<file path="config.mk">
export PLATFORM = sky130hd
export DESIGN_NAME = kway_max_merge
export DESIGN_NICKNAME = d
export VERILOG_FILES = /design/src/hw/rtl/kwm_pkg.sv /design/src/hw/rtl/kwm_head_file.sv /design/src/hw/rtl/kwm_max_tree.sv /design/src/hw/rtl/kway_max_merge.sv
export SDC_FILE = /design/constraint.sdc
export NUM_CORES = 2
export LEC_CHECK = 0
export BUFFER_PORTS_ARGS = -buffer_cell sky130_fd_sc_hd__buf_2
export CAP_MARGIN = 30
export CORE_AREA = 2 2 311 313
export CTS_BUF_LIST = sky130_fd_sc_hd__clkbuf_8 sky130_fd_sc_hd__clkbuf_16
export DETAILED_ROUTE_END_ITERATION = 6
export DIE_AREA = 0 0 313 315
export PLACE_DENSITY = 0.71
export SLEW_MARGIN = 20
export SYNTH_ARGS = -nofsm -noshare
export SYNTH_HDL_FRONTEND = slang
export SYNTH_HIERARCHICAL = 1
export SYNTH_SLANG_ARGS = --single-unit
</file>
<file path="constraint.sdc">
create_clock -name aclk -period 14.83 [get_ports aclk]
set_input_delay 0.7415 -clock aclk [delete_from_list [all_inputs] [get_ports aclk]]
set_output_delay 0.7415 -clock aclk [all_outputs]
set_load 0.03 [all_outputs]
</file>
<file path="src/hw/rtl/kwm_pkg.sv">
`timescale 1ns / 1ps
`default_nettype none

package kwm_pkg;

    // stream payload widths
    localparam int IN_DATA_W  = 32;
    localparam int VAL_W      = 32;
    localparam int FROM_W     = 4;
    localparam int OUT_DATA_W = 40;

    // list counts selected by the sixteen_lists register
    localparam int LISTS_LO = 8;
    localparam int LISTS_HI = 16;

    // fill counter saturates at its top value
    localparam int          FILL_W   = 5;
    localparam logic [4:0]  FILL_MAX = 5'd31;

    // configuration port
    localparam int         APB_ADDR_W        = 3;
    localparam int         APB_DATA_W        = 32;
    localparam logic [0:0] REG_SIXTEEN_LISTS = 1'b0;   // register index, paddr[2]

endpackage

`default_nettype wire

</file>
<file path="src/hw/rtl/kwm_head_file.sv">
`timescale 1ns / 1ps
`default_nettype none

module kwm_head_file #(
    parameter int NUM   = 16,
    parameter int VW    = 32,
    parameter int IDX_W = 4
) (
    input  wire logic                    aclk,
    input  wire logic                    aresetn,
    input  wire logic                    commit,
    input  wire logic                    wr_en,
    input  wire logic [IDX_W-1:0]        wr_idx,
    input  wire logic [VW-1:0]           wr_value,
    output logic      [NUM-1:0][VW-1:0]  view
);

    logic [NUM-1:0][VW-1:0] head_reg;
    logic [NUM-1:0][VW-1:0] head_next;

    // view shows the heads as they stand once the pending word is written
    always_comb begin
        for (int i = 0; i < NUM; i++) begin
            if (wr_en && (wr_idx == IDX_W'(i))) begin
                view[i] = wr_value;
            end else begin
                view[i] = head_reg[i];
            end
        end
    end

    always_comb begin
        head_next = head_reg;
        if (commit && wr_en) begin
            head_next = view;
        end
    end

    always_ff @(posedge aclk) begin
        if (!aresetn) begin
            head_reg <= '0;
        end else begin
            head_reg <= head_next;
        end
    end

endmodule

`default_nettype wire

</file>
<file path="src/hw/rtl/kwm_max_tree.sv">
`timescale 1ns / 1ps
`default_nettype none

module kwm_max_tree
    import kwm_pkg::*;
#(
    parameter int NUM   = 16,
    parameter int VW    = 32,
    parameter int IDX_W = 4
) (
    input  wire logic [NUM-1:0][VW-1:0] heads,
    input  wire logic                   sixteen,
    output logic      [IDX_W-1:0]       best_idx,
    output logic      [VW-1:0]          best_val,
    output logic                        all_zero
);

    localparam int TREE_N = 1 << IDX_W;
    localparam int NODES  = 2 * TREE_N - 1;
    localparam int LEAF0  = TREE_N - 1;

    // heap layout: node j has children 2j+1 and 2j+2, leaves at the end
    logic [NODES-1:0][VW-1:0]    nd_val;
    logic [NODES-1:0][IDX_W-1:0] nd_idx;
    logic [NODES-1:0]            nd_ok;
    logic [TREE_N-1:0]           nz;

    genvar g;
    generate
        for (g = 0; g < TREE_N; g++) begin : g_leaf
            if (g < NUM) begin : g_real
                assign nd_val[LEAF0+g] = heads[g];
                assign nd_ok[LEAF0+g]  = (g < LISTS_LO) ? 1'b1 : sixteen;
            end else begin : g_pad
                assign nd_val[LEAF0+g] = '0;
                assign nd_ok[LEAF0+g]  = 1'b0;
            end
            assign nd_idx[LEAF0+g] = IDX_W'(g);
            assign nz[g] = nd_ok[LEAF0+g] && (|nd_val[LEAF0+g]);
        end

        for (g = 0; g < LEAF0; g++) begin : g_node
            logic take_r;
            // right side is the higher list index, so it wins only when strictly larger
            assign take_r = nd_ok[2*g+2] &&
                            (!nd_ok[2*g+1] ||
                             ($signed(nd_val[2*g+2]) > $signed(nd_val[2*g+1])));
            assign nd_val[g] = take_r ? nd_val[2*g+2] : nd_val[2*g+1];
            assign nd_idx[g] = take_r ? nd_idx[2*g+2] : nd_idx[2*g+1];
            assign nd_ok[g]  = nd_ok[2*g+1] | nd_ok[2*g+2];
        end
    endgenerate

    assign best_val = nd_val[0];
    assign best_idx = nd_idx[0];
    assign all_zero = ~(|nz);

endmodule

`default_nettype wire

</file>
<file path="src/hw/rtl/kway_max_merge.sv">
`timescale 1ns / 1ps
`default_nettype none

// channel   | direction | ports               | payload
// ----------+-----------+---------------------+------------------------------------------
// s_        | in        | tvalid tready tdata | next_value[31:0]
// m_        | out       | tvalid tready tdata | merged_value[31:0], from_list[35:32]
//           |           | tuser               | done_res
// apb       | in        | psel penable ...    | sixteen_lists at address 0, bit 0
//
// one word per cycle sustained while a held result does not stall it; an accepted word waits in the input
// register, then the head update and the max tree load the result register that drives m_
// synchronous active-low reset clears the heads, starts the fill phase, 16 lists
// a held result stalls only words that produce a result; fill words pass on

module kway_max_merge
    import kwm_pkg::*;
#(
    parameter int MAX_LISTS   = 16,
    parameter int VALUE_WIDTH = 32
) (
    input  wire logic                  aclk,
    input  wire logic                  aresetn,

    input  wire logic                  s_tvalid,
    output logic                       s_tready,
    input  wire logic [IN_DATA_W-1:0]  s_tdata,   // [31:0] next_value

    output logic                       m_tvalid,
    input  wire logic                  m_tready,
    output logic [OUT_DATA_W-1:0]      m_tdata,   // [31:0] merged_value, [35:32] from_list
    output logic                       m_tuser,   // [0] done_res

    input  wire logic                  psel,
    input  wire logic                  penable,
    input  wire logic                  pwrite,
    input  wire logic [APB_ADDR_W-1:0] paddr,
    input  wire logic [APB_DATA_W-1:0] pwdata,
    output logic      [APB_DATA_W-1:0] prdata,
    output logic                       pready
);

    localparam int IDX_W   = $clog2(MAX_LISTS);
    localparam int HI_CNT  = (MAX_LISTS < LISTS_HI) ? MAX_LISTS : LISTS_HI;

    // configuration
    logic sixteen_reg, sixteen_next;
    logic cfg_wr;

    // input register
    logic                 in_vld_reg, in_vld_next;
    logic [IN_DATA_W-1:0] in_val_reg, in_val_next;

    // merge control
    logic [FILL_W-1:0] fill_cnt_reg, fill_cnt_next;
    logic              merging_reg, merging_next;
    logic [IDX_W-1:0]  last_sel_reg, last_sel_next;

    // result register
    logic              m_vld_reg, m_vld_next;
    logic [VAL_W-1:0]  m_val_reg, m_val_next;
    logic [FROM_W-1:0] m_from_reg, m_from_next;
    logic              m_done_reg, m_done_next;

    logic [VALUE_WIDTH-1:0]                in_ext;
    logic [FILL_W-1:0]                     fill_inc;
    logic [FILL_W-1:0]                     list_cnt;
    logic                                  wr_en;
    logic [IDX_W-1:0]                      wr_idx;
    logic                                  eval_en;
    logic                                  can_go;
    logic                                  process;
    logic [MAX_LISTS-1:0][VALUE_WIDTH-1:0] view;
    logic [IDX_W-1:0]                      best_idx;
    logic [VALUE_WIDTH-1:0]                best_val;
    logic                                  all_zero;
    logic [VAL_W-1:0]                      best_out;

    // config port
    assign pready = 1'b1;
    assign cfg_wr = psel && penable && pwrite;
    assign prdata = (paddr[2] == REG_SIXTEEN_LISTS) ? {{(APB_DATA_W-1){1'b0}}, sixteen_reg}
                                                    : '0;

    always_comb begin
        sixteen_next = sixteen_reg;
        if (cfg_wr && (paddr[2] == REG_SIXTEEN_LISTS)) begin
            sixteen_next = pwdata[0];
        end
    end

    // word width conversion in and out of the head width
    generate
        if (VALUE_WIDTH > IN_DATA_W) begin : g_in_wide
            assign in_ext = {{(VALUE_WIDTH-IN_DATA_W){in_val_reg[IN_DATA_W-1]}}, in_val_reg};
        end else begin : g_in_narrow
            assign in_ext = in_val_reg[VALUE_WIDTH-1:0];
        end
        if (VALUE_WIDTH >= VAL_W) begin : g_out_wide
            assign best_out = best_val[VAL_W-1:0];
        end else begin : g_out_narrow
            assign best_out = {{(VAL_W-VALUE_WIDTH){1'b0}}, best_val};
        end
    endgenerate

    assign fill_inc = (fill_cnt_reg == FILL_MAX) ? fill_cnt_reg : fill_cnt_reg + 1'b1;
    assign list_cnt = sixteen_reg ? FILL_W'(HI_CNT) : FILL_W'(LISTS_LO);

    assign wr_en   = merging_reg || (fill_cnt_reg < FILL_W'(MAX_LISTS));
    assign wr_idx  = merging_reg ? last_sel_reg : fill_cnt_reg[IDX_W-1:0];
    assign eval_en = merging_reg || (fill_inc >= list_cnt);

    // a word that gives no result never waits on the output side
    assign can_go   = !eval_en || !m_vld_reg || m_tready;
    assign process  = in_vld_reg && can_go;
    assign s_tready = !in_vld_reg || can_go;

    kwm_head_file #(
        .NUM   (MAX_LISTS),
        .VW    (VALUE_WIDTH),
        .IDX_W (IDX_W)
    ) u_heads (
        .aclk     (aclk),
        .aresetn  (aresetn),
        .commit   (process),
        .wr_en    (wr_en),
        .wr_idx   (wr_idx),
        .wr_value (in_ext),
        .view     (view)
    );

    kwm_max_tree #(
        .NUM   (MAX_LISTS),
        .VW    (VALUE_WIDTH),
        .IDX_W (IDX_W)
    ) u_tree (
        .heads    (view),
        .sixteen  (sixteen_reg),
        .best_idx (best_idx),
        .best_val (best_val),
        .all_zero (all_zero)
    );

    always_comb begin
        in_vld_next = in_vld_reg;
        in_val_next = in_val_reg;
        if (s_tvalid && s_tready) begin
            in_vld_next = 1'b1;
            in_val_next = s_tdata;
        end else if (process) begin
            in_vld_next = 1'b0;
        end
    end

    always_comb begin
        fill_cnt_next = fill_cnt_reg;
        merging_next  = merging_reg;
        last_sel_next = last_sel_reg;
        m_vld_next    = m_tready ? 1'b0 : m_vld_reg;
        m_val_next    = m_val_reg;
        m_from_next   = m_from_reg;
        m_done_next   = m_done_reg;
        if (process) begin
            if (!merging_reg) begin
                fill_cnt_next = fill_inc;
            end
            if (eval_en) begin
                m_vld_next = 1'b1;
                if (all_zero) begin
                    // done: heads keep their values, next words refill from list 0
                    merging_next = 1'b0;
                    fill_cnt_next = '0;
                    m_val_next    = '0;
                    m_from_next   = '0;
                    m_done_next   = 1'b1;
                end else begin
                    merging_next  = 1'b1;
                    last_sel_next = best_idx;
                    m_val_next    = best_out;
                    m_from_next   = FROM_W'(best_idx);
                    m_done_next   = 1'b0;
                end
            end
        end
    end

    always_ff @(posedge aclk) begin
        if (!aresetn) begin
            sixteen_reg  <= 1'b1;
            in_vld_reg   <= 1'b0;
            fill_cnt_reg <= '0;
            merging_reg  <= 1'b0;
            last_sel_reg <= '0;
            m_vld_reg    <= 1'b0;
        end else begin
            sixteen_reg  <= sixteen_next;
            in_vld_reg   <= in_vld_next;
            fill_cnt_reg <= fill_cnt_next;
            merging_reg  <= merging_next;
            last_sel_reg <= last_sel_next;
            m_vld_reg    <= m_vld_next;
        end
    end

    always_ff @(posedge aclk) begin
        in_val_reg <= in_val_next;
        m_val_reg  <= m_val_next;
        m_from_reg <= m_from_next;
        m_done_reg <= m_done_next;
    end

    assign m_tvalid = m_vld_reg;
    assign m_tdata  = {{(OUT_DATA_W-VAL_W-FROM_W){1'b0}}, m_from_reg, m_val_reg};
    assign m_tuser  = m_done_reg;

endmodule

`default_nettype wire

</file>
==> results.cfg <==
[global_route]
antenna_found_initial = 7
grt_max_degree = 138
grt.met1_usage = 0.4998
overflow = 0
grt_busiest_layer = met2
met3_usage = 0.04690
grt_pass1_vias = 47915
track_usage = 0.3888
grtUsageMet2 = 0.6112
grt_first_pass_wirelength_mm = 295.6

[pwr]
ir_drop_mv = 0.07057
clockPowerShare = 0.390
p_leak_nw = 24.17
p_sw_frac = 0.3322
comb_power_share = 0.253
power_frac_seq = 0.356
intPower_mw = 3.164
switchingPower_mw = 1.574
p_per_area_mw_per_mm2 = 82.75

[yosys]
ys_ff_latch = 594
synth.top_cell.area_share = 0.2017
netlist_instances = 6225
yosysTopAreaCell = dfxtp_1
avgSynthCellArea_sq_um = 8.372
synth_enable_flop_cells = 69
yosys_warnings = 6
synth_cell_type_count = 97
synthFlopType = dfxtp_1
ys_seq_area_frac = 0.2414
synthTopCellsByArea = dfxtp_1 (20%), ha_1 (12%), mux2i_1 (11%)
synth-async-reset-ratio = 0
netlist_area_sq_mm = 0.05212

[die]
dieArea_sq_mm = 0.09860
die_h_um = 315
die_w_um = 313
io_pins = 150
coreArea_sq_mm = 0.09571
rows = 114
start_util = 0.5445

[critical_path]
crit_path_max_incr_delay_ns = 0.75
crit_start = merging_reg
crit_top_cell = buf_4
cp-end-kind = register
r2r_start = merging_reg
required_ns = 15.34
critPathMaxFanout = 47
arrival_ns = 14.90
crit_type = register to register
start_kind = register
cpMaxStageDelayCell = a2111oi_2

[detailed_routing]
wire_per_inst_um = 26.52
viasPerCell = 6.712
wl_mm = 199.3
route.detailed.drc = 0
drt_iter0_drc = 5341
ant_nets = 0
via_count = 50441
firstDrtPassIters = 6

[clock_tree]
cts_tree = built
cts_sinks = 594
cts_hold_buf = 0
clk_pin_slew_ns = 0.06
post-cts-setup-buffers = 0
htreeDepth = 3
clk-insertion-delay-late_ns = 0.66
numCtsBuffers = 71
post_cts_resized = 0
cts_buffer_depth = 3
root_buffer = clkbuf_16

[final_layout]
fin_area_sq_mm = 0.05726
drive_above_1_share = 0.1815
layout_common_cells = nand2_1 (850), mux2i_1 (560), dfxtp_1 (525)
largest_reg_flops = 512
stdcell_count = 7515
final_common_cell = nand2_1
nets = 6741
fill_cells = 8501
area_delta_synth_final_pct = 9.867

[sta]
fmax_mhz = 69.50
hold_ws_ns = 0.2507
setup_viol = 0
slew_violations = 0
max_slew_margin = 0.2334
hold_violations = 0
tns_ns = 0
fin_crit_ns = 14.39
rsz0062_at_grt = no
worstMarginPinSlew_ns = 1.121
finClkSkew_ns = 0.02722
min_period_over_period = 0.9703

[status]
status = finished clean

[placed_design]
io_buffer_count = 80
placed_cells = 7371
hpwl_mm = 150.2
gp_congestion = 1.022
post_dp_cell_area_sq_mm = 0.05461

[min_path]
min_from = s_tdata[0]
worst_hold_path_type = input port to register

[run]
max-cap-violations = 0
path summary, 6_finish.rpt:
check	cells after the start	end	slack, ns
max	50	m_val_reg[9]	0.44
min	1	in_ext[0]	0.25
max reg2reg	50	m_val_reg[9]	0.44
min reg2reg	2	u_heads/head_reg[501]	0.45
power groups by stage:
stage          registers (mW)  logic, mW  clock network, mW
2_1_floorplan            1.70      0.692                  0
3_5_place_dp             1.72       1.14                  0
5_1_grt                  1.69       1.26               1.92
3_3_place_gp             1.72       1.13                  0
6_report                 1.69       1.20               1.85
4_1_cts                  1.69       1.15               1.86
synthesized netlist by cell type (124+ instances only):
cell	count
a21oi_1	252
mux2i_1	560
nand2_1	854
nor2_1	172
ha_1	483
o21ai_0	212
clkbuf_1	303
nand4_1	167
buf_2	124
dfxtp_1	525
o211ai_1	211
nor4_1	244
nand3_1	171
mux2_2	496
inv_1	344
final cells by class:
type                       count  area [sq um]  area share
inverter                     347          1303     0.02275
clock buffer                  87          2042     0.03566
timing repair buffer         384          3057     0.05338
multi-input combinational   4786         36320      0.6343
tap                         1276          1597     0.02788
sequential                   594         12580      0.2197
clock inverter                40         356.6    0.006228
antenna                        1         2.502  0.00004370
worst max-delay path: cells and delay by family (launching register included):
family,cells,cell delay (ns)
AOI/OAI and AO/OA,14,3.24
adders and majority gates,4,1.43
buffers and inverters,11,2.42
DFF,1,0.61
muxes,5,2.04
and+or+nand+nor,16,4.41
metal layers:
| layer | part of all wire | up-vias |
|---|---|---|
| li1 | - | 22920 |
| met1 | 0.41 | 24111 |
| met2 | 0.44 | 2741 |
| met3 | 0.076 | 669 |
| met4 | 0.079 | 0 |
| met5 | 0 | - |
metrics by stage:
step / setup WS [ns] / util / total power [mW]
floorplan: 3.301 / - / 2.395
global placement: 1.142 / 0.5695 / 2.848
detailed placement: 1.035 / 0.5706 / 2.865
CTS: 0.9617 / 0.5957 / 4.693
global route: 0.09367 / 0.5982 / 4.865
finish: 0.4411 / 0.5983 / 4.738
kinds of logic after synthesis:
group	after synthesis	share of synthesized area
and+or+nand+nor	1917	0.1802
DFF	594	0.2414
adders and majority gates	483	0.1160
AOI/OAI and AO/OA	1268	0.1699
other	2	0.0001441
muxes	1082	0.2208
buffers and inverters	879	0.07164
Power figures use the tool's default switching activity.
